[config.mk]
export PLATFORM = sky130hd
export DESIGN_NAME = q10_6_fixed_point_alu
export DESIGN_NICKNAME = d
export VERILOG_FILES = /design/src/rtl/qfa_pkg.sv /design/src/rtl/qfa_pre.sv /design/src/rtl/qfa_div_stage.sv /design/src/rtl/qfa_post.sv /design/src/rtl/q10_6_fixed_point_alu.sv
export SDC_FILE = /design/constraint.sdc
export NUM_CORES = 2
export LEC_CHECK = 0
export ABC_CLOCK_PERIOD_IN_PS = 7500
export BUFFER_PORTS_ARGS = -buffer_cell sky130_fd_sc_hd__buf_2
export CORE_ASPECT_RATIO = 0.6
export CORE_MARGIN = 3
export CORE_UTILIZATION = 45
export CTS_CLUSTER_DIAMETER = 120
export DETAILED_ROUTE_END_ITERATION = 16
export PLACE_DENSITY_LB_ADDON = 0.08
export SKIP_CTS_REPAIR_TIMING = 1
export SLEW_MARGIN = 0
export SYNTH_ARGS = -nofsm -noshare
export SYNTH_HDL_FRONTEND = slang
export SYNTH_SLANG_ARGS = --single-unit
[constraint.sdc]
create_clock -name clk -period 7.5 [get_ports clk]
set_input_delay 1.5 -clock clk [delete_from_list [all_inputs] [get_ports clk]]
set_output_delay 1.5 -clock clk [all_outputs]
set_load 0.01 [all_outputs]
[src/rtl/qfa_pkg.sv]
`timescale 1ns / 1ps
`default_nettype none

package qfa_pkg;

  localparam int FRAC_BITS   = 6;
  localparam int MUL_SHIFT_A = 2;
  localparam int MUL_SHIFT_B = 4;
  localparam int WORD_W      = 16;
  localparam int DSR_W       = 16;
  localparam int DVD_W       = DSR_W + FRAC_BITS;
  localparam int DIV_STEPS   = DVD_W;

  localparam logic [2:0] OP_ADD   = 3'd0;
  localparam logic [2:0] OP_SUB   = 3'd1;
  localparam logic [2:0] OP_MUL   = 3'd2;
  localparam logic [2:0] OP_DIV   = 3'd3;
  localparam logic [2:0] OP_EQ    = 3'd4;
  localparam logic [2:0] OP_TOINT = 3'd5;

  typedef struct packed {
    logic [2:0]               operation;
    logic signed [WORD_W-1:0] operand_a;
    logic signed [WORD_W-1:0] operand_b;
  } in_t;

  typedef struct packed {
    logic signed [WORD_W-1:0] result_value;
    logic                     equal_flag;
    logic                     divide_by_zero;
  } out_t;

  typedef struct packed {
    logic [DSR_W-1:0] rem;
    logic [DVD_W-1:0] work;
    logic [DSR_W-1:0] dsr;
  } div_t;

  typedef struct packed {
    logic is_div;
    logic neg;
    out_t fast;
  } side_t;

endpackage

`default_nettype wire

[src/rtl/qfa_pre.sv]
`timescale 1ns / 1ps
`default_nettype none

module qfa_pre (
  input  logic          clk,
  input  logic          rst_n,
  input  logic          in_valid,
  input  qfa_pkg::in_t  in_item,
  output logic          out_valid,
  output qfa_pkg::div_t out_div,
  output qfa_pkg::side_t out_side
);
  import qfa_pkg::*;

  logic                     valid_r;
  div_t                     div_r, div_nxt;
  side_t                    side_r, side_nxt;
  logic signed [WORD_W:0]   a_ext, b_ext;
  logic [WORD_W:0]          a_abs, b_abs;
  logic signed [WORD_W-MUL_SHIFT_A-1:0] mul_a;
  logic signed [WORD_W-MUL_SHIFT_B-1:0] mul_b;
  logic signed [2*WORD_W-MUL_SHIFT_A-MUL_SHIFT_B-1:0] prod;

  always_comb begin
    a_ext = {in_item.operand_a[WORD_W-1], in_item.operand_a};
    b_ext = {in_item.operand_b[WORD_W-1], in_item.operand_b};
    a_abs = a_ext[WORD_W] ? (~a_ext + 1'b1) : a_ext;
    b_abs = b_ext[WORD_W] ? (~b_ext + 1'b1) : b_ext;
    mul_a = in_item.operand_a[WORD_W-1:MUL_SHIFT_A];
    mul_b = in_item.operand_b[WORD_W-1:MUL_SHIFT_B];
    prod  = mul_a * mul_b;

    div_nxt.rem  = '0;
    div_nxt.work = {a_abs[DSR_W-1:0], {FRAC_BITS{1'b0}}};
    div_nxt.dsr  = b_abs[DSR_W-1:0];

    side_nxt.is_div = 1'b0;
    side_nxt.neg    = in_item.operand_a[WORD_W-1] ^ in_item.operand_b[WORD_W-1];
    side_nxt.fast   = '0;
    unique case (in_item.operation)
      OP_ADD: side_nxt.fast.result_value = in_item.operand_a + in_item.operand_b;
      OP_SUB: side_nxt.fast.result_value = in_item.operand_a - in_item.operand_b;
      OP_MUL: side_nxt.fast.result_value = prod[WORD_W-1:0];
      OP_DIV: begin
        side_nxt.is_div              = (in_item.operand_b != '0);
        side_nxt.fast.divide_by_zero = (in_item.operand_b == '0);
      end
      OP_EQ: side_nxt.fast.equal_flag = (in_item.operand_a == in_item.operand_b);
      OP_TOINT: side_nxt.fast.result_value = in_item.operand_a >>> FRAC_BITS;
      default: side_nxt.fast = '0;
    endcase
  end

  always_ff @(posedge clk) begin
    if (!rst_n) begin
      valid_r <= 1'b0;
    end else begin
      valid_r <= in_valid;
    end
  end

  always_ff @(posedge clk) begin
    div_r  <= div_nxt;
    side_r <= side_nxt;
  end

  assign out_valid = valid_r;
  assign out_div   = div_r;
  assign out_side  = side_r;

endmodule

`default_nettype wire

[src/rtl/qfa_div_stage.sv]
`timescale 1ns / 1ps
`default_nettype none

module qfa_div_stage (
  input  logic           clk,
  input  logic           rst_n,
  input  logic           in_valid,
  input  qfa_pkg::div_t  in_div,
  input  qfa_pkg::side_t in_side,
  output logic           out_valid,
  output qfa_pkg::div_t  out_div,
  output qfa_pkg::side_t out_side
);
  import qfa_pkg::*;

  logic             valid_r;
  div_t             div_r, div_nxt;
  side_t            side_r;
  logic [DSR_W:0]   partial, trial;
  logic             fits;

  always_comb begin
    partial = {in_div.rem, in_div.work[DVD_W-1]};
    trial   = partial - {1'b0, in_div.dsr};
    fits    = (partial >= {1'b0, in_div.dsr});
    div_nxt.rem  = fits ? trial[DSR_W-1:0] : partial[DSR_W-1:0];
    div_nxt.work = {in_div.work[DVD_W-2:0], fits};
    div_nxt.dsr  = in_div.dsr;
  end

  always_ff @(posedge clk) begin
    if (!rst_n) begin
      valid_r <= 1'b0;
    end else begin
      valid_r <= in_valid;
    end
  end

  always_ff @(posedge clk) begin
    div_r  <= div_nxt;
    side_r <= in_side;
  end

  assign out_valid = valid_r;
  assign out_div   = div_r;
  assign out_side  = side_r;

endmodule

`default_nettype wire

[src/rtl/qfa_post.sv]
`timescale 1ns / 1ps
`default_nettype none

module qfa_post (
  input  logic           clk,
  input  logic           rst_n,
  input  logic           in_valid,
  input  qfa_pkg::div_t  in_div,
  input  qfa_pkg::side_t in_side,
  output logic           out_valid,
  output qfa_pkg::out_t  out_result
);
  import qfa_pkg::*;

  logic              valid_r;
  out_t              result_r, result_nxt;
  logic [WORD_W-1:0] quot;

  always_comb begin
    quot       = in_div.work[WORD_W-1:0];
    result_nxt = in_side.fast;
    if (in_side.is_div) begin
      result_nxt.result_value = in_side.neg ? (~quot + 1'b1) : quot;
    end
  end

  always_ff @(posedge clk) begin
    if (!rst_n) begin
      valid_r <= 1'b0;
    end else begin
      valid_r <= in_valid;
    end
  end

  always_ff @(posedge clk) begin
    result_r <= result_nxt;
  end

  assign out_valid  = valid_r;
  assign out_result = result_r;

endmodule

`default_nettype wire

[src/rtl/q10_6_fixed_point_alu.sv]
`timescale 1ns / 1ps
`default_nettype none
// Channel   Handshake         Payload
// input     start, busy       in_data    (operation, operand_a, operand_b)
// result    out_valid strobe  out_result (result_value, equal_flag, divide_by_zero)
//
// One item is taken every cycle while busy is low; each result passes the pre, divider and post registers.
// The restoring divider produces one quotient bit per stage over 22 stages.
// Synchronous reset empties the pipeline and holds busy high until reset is released.
// The receiver cannot stall, so the pipeline always advances and busy stays low once out of reset.

module q10_6_fixed_point_alu (
  input  logic          clk,
  input  logic          rst_n,
  input  logic          start,
  output logic          busy,
  input  qfa_pkg::in_t  in_data,
  output logic          out_valid,
  output qfa_pkg::out_t out_result
);
  import qfa_pkg::*;

  logic  busy_r;
  logic  accept;
  logic  stg_valid [DIV_STEPS+1];
  div_t  stg_div   [DIV_STEPS+1];
  side_t stg_side  [DIV_STEPS+1];

  always_ff @(posedge clk) begin
    if (!rst_n) begin
      busy_r <= 1'b1;
    end else begin
      busy_r <= 1'b0;
    end
  end

  assign busy   = busy_r;
  assign accept = start && !busy_r;

  qfa_pre u_pre (
    .clk       (clk),
    .rst_n     (rst_n),
    .in_valid  (accept),
    .in_item   (in_data),
    .out_valid (stg_valid[0]),
    .out_div   (stg_div[0]),
    .out_side  (stg_side[0])
  );

  for (genvar i = 0; i < DIV_STEPS; i++) begin : g_div
    qfa_div_stage u_stage (
      .clk       (clk),
      .rst_n     (rst_n),
      .in_valid  (stg_valid[i]),
      .in_div    (stg_div[i]),
      .in_side   (stg_side[i]),
      .out_valid (stg_valid[i+1]),
      .out_div   (stg_div[i+1]),
      .out_side  (stg_side[i+1])
    );
  end

  qfa_post u_post (
    .clk        (clk),
    .rst_n      (rst_n),
    .in_valid   (stg_valid[DIV_STEPS]),
    .in_div     (stg_div[DIV_STEPS]),
    .in_side    (stg_side[DIV_STEPS]),
    .out_valid  (out_valid),
    .out_result (out_result)
  );

  a_flags_exclusive: assert property (@(posedge clk) disable iff (!rst_n)
    out_valid |-> !(out_result.equal_flag && out_result.divide_by_zero))
    else $error("Both flags are set on one result.");

  a_dz_zero: assert property (@(posedge clk) disable iff (!rst_n)
    out_valid && out_result.divide_by_zero |-> out_result.result_value == '0)
    else $error("A zero divisor gave a nonzero result.");

  a_eq_zero: assert property (@(posedge clk) disable iff (!rst_n)
    out_valid && out_result.equal_flag |-> out_result.result_value == '0)
    else $error("A compare gave a nonzero result.");

  a_busy_low: assert property (@(posedge clk)
    rst_n |=> !busy)
    else $error("Busy is high outside reset.");

  a_no_output_after_reset: assert property (@(posedge clk)
    !rst_n |=> !stg_valid[0])
    else $error("A transfer entered the pipeline during reset.");

endmodule

`default_nettype wire

==> impl_metrics.toml <==
[timing]
drv_slew = 0
skew_ns = 0.0370
post-route-period-util = 0.814
setup_violations = 0
fmax_mhz = 164
rsz0062_at_grt = "no"
final-hold-violation-count = 0
tns_ns = 0
slew_headroom = 0.256
tightest_slew_ns = 1.11
min_period_ns = 6.11

[die]
initial_core_util = 0.458
num_rows = 99
die_w_microns = 463
die-area_sq_um = 130000
boundaryPins = 58
core-area_sq_um = 123000
die_height_microns = 280

[cells_and_area]
drive_above_1_share = 0.0961
synthToLayoutAreaGrowth_pct = 12.0
final_util = 0.513
nets = 6008

[cts]
htreeDepth = 4
cts_tree = "built"
insertion_delay_ns = 0.77
cts_max_path_buffers = 3
cts_root_buf = "clkbuf_16"
clkTransAtPathRegs_ns = 0.07
cts_made_buffers = 136
clock-sinks = 1463

[min_path]
hold_class = "reg2reg"

[yosys]
synth-seq-cells = 1463
syn_nets = 5902
yosysUniqueCellTypes = 70
syn_inst = 5350
synth_edf_count = 0
synth_flop_cell = "dfxtp_1"
yosysWarnings = 0
synth_area_leaders = "dfxtp_1 (52%), ha_1 (9.2%), inv_1 (4.0%), mux2_2 (3.9%), fa_1 (3.6%)"
synthTopCellsByCount = "dfxtp_1 (1,463), inv_1 (604), ha_1 (412)"
syn_area_per_cell_sq_um = 10.5
synth_top_cell_by_area = "dfxtp_1"
synth_most_common_cell = "dfxtp_1"
ys_seq_area_frac = 0.520
async_reset_ff_frac = 0
synthesis.area_sq_um = 56300
synth_top_area_frac = 0.520

[critical_path]
worstPathArrival_ns = 6.71
worstPathRequired_ns = 8.10
start_kind = "input pin"
crit_fanout = 15
cp_cell_sequence = "buf_2 -> ha_1 -> inv_1 -> fa_1 -> fa_1 -> inv_1 -> ha_1 -> fa_1 -> inv_1 -> fa_1 -> inv_1 -> ha_1 -> o21ai_0 -> a21boi_0 -> o21ai_0 -> a21oi_1 -> a31oi_1 -> xnor2_1 -> o221ai_1"
crit_type = "in2reg"
critPathMaxStageDelay_ns = 0.54
critPathCaptureType = "flip-flop"
critPathSlowestCell = "fa_1"

[place]
dpl.hpwl_mm = 90.2
port_buffers = 57
routabilityCongestion = 0.874

[drt]
num_vias = 36169
via_per_inst = 5.00
drc = 0
firstDrtPassIters = 6
wl_per_cell_microns = 16.5
ant_nets = 0
finalWirelength_mm = 120
drt_iter0_drc = 2428

[status]
status = "finished clean"

[global_route]
grt_use_total = 0.184
grt_pass1_vias = 34324
grt_pass1_wl_mm = 191
grt_start_max_net_pins = 29
antenna_found_initial = 10
grt-ovfl-total = 0

[power]
ir_drop_mv = 0.258
power_uw = 26600
p_leak_uw = 0.0283
powerDensity_nw_per_um2 = 422

[job]
drv_cap = 0
==> metal layers <==
metal,up-vias,wire length (microns),track usage
met1,16814,67900,0.308
met3,145,7510,0.0404
met4,8,1640,0.0424
met2,839,42400,0.231
li1,18363,-,-
met5,-,46,0
==> path summary, 6_finish.rpt <==
kind	from	depth (start not counted)	slack [ns]	endpoint
setup / recovery	in_data[23]	19	1.39	u_pre.out_side[17]$_DFF_P_
hold / removal	g_div[2].u_stage.out_div[34]$_DFF_P_	0	0.31	g_div[3].u_stage.out_div[35]$_DFF_P_
setup reg to reg	g_div[18].u_stage.out_div[1]$_DFF_P_	10	3.49	g_div[19].u_stage.out_div[42]$_DFF_P_
hold reg to reg	g_div[2].u_stage.out_div[34]$_DFF_P_	0	0.31	g_div[3].u_stage.out_div[35]$_DFF_P_
==> cell usage in the layout, fill, tap and decap left out, types with 57 or more instances in the layout <==
cell type     n
dfxtp_1    1463
inv_1       604
ha_1        412
nor2_1      390
a21oi_1     270
mux2_2      197
nand2_1     179
xnor2_1     176
nor3_1      145
o21ai_0     141
clkbuf_16   137
fa_1        102
and2_1      101
nor2b_1      98
xor2_1       83
a21o_1       81
nand3_1      77
o21a_1       67
or3_1        58
and3_1       57
nand2b_1     57
buf_2        57
==> per-stage QoR <==
| stage | hold slack (ns) | setup WS [ns] | std cells | cell area (sq um) |
|---|---|---|---|---|
| after global placement | 0.310 | 0.812 | 6984 | 58400 |
| final | 0.311 | 1.39 | 7239 | 63100 |
| after floorplan | 0.310 | 1.43 | 5350 | 56300 |
| after CTS | 0.309 | 1.60 | 7234 | 63100 |
| after detailed placement | 0.312 | 0.789 | 6984 | 58400 |
| after global routing | 0.317 | 1.27 | 7236 | 63100 |
==> worst max-delay path, delay by kind of cell <==
kind / cells / cell delay, ns
xor+xnor: 1 / 0.19
fa+ha+maj: 7 / 3.03
compound gates: 6 / 1.36
buf+inv: 5 / 0.62
==> logic make-up (layout without fill, tap and decap cells) <==
family | count (synthesis) | count (layout) | synth area share
compound gates | 904 | 904 | 0.107
xor+xnor | 259 | 259 | 0.0403
fa+ha+maj | 514 | 514 | 0.128
buf+inv | 702 | 920 | 0.0473
flops | 1463 | 1463 | 0.520
mux | 228 | 228 | 0.0450
other cells | 0 | 5 | 0
simple gates | 1280 | 1280 | 0.113
==> report_power, final <==
part           switching, uW  total, uW  internal, uW
Combinational           4800       8960          4160
Sequential               828      10600          9780
Clock                   3040       7070          4030
Total                   8670      26600         18000
==> flip-flops by register name, indices dropped and copies added (netlist names) <==
register	flops
u_pre.out_valid	1
u_pre.out_div	32
u_pre.out_side	20
g_div.u_stage.out_valid	22
u_post.out_result	18
g_div.u_stage.out_div	928
g_div.u_stage.out_side	440
busy	1
u_post.out_valid	1
==> cell type report <==
cell class,count,area (sq um)
fillers,11219,59800
multi-input cells,3185,24400
clock buffers,184,3810
repair buffers,65,345
inverters,605,2270
clock inverters,66,880
flip-flops and latches,1463,29300
well taps,1666,2080
diodes,5,12.5
No activity file was read; power rests on OpenSTA's default activity.
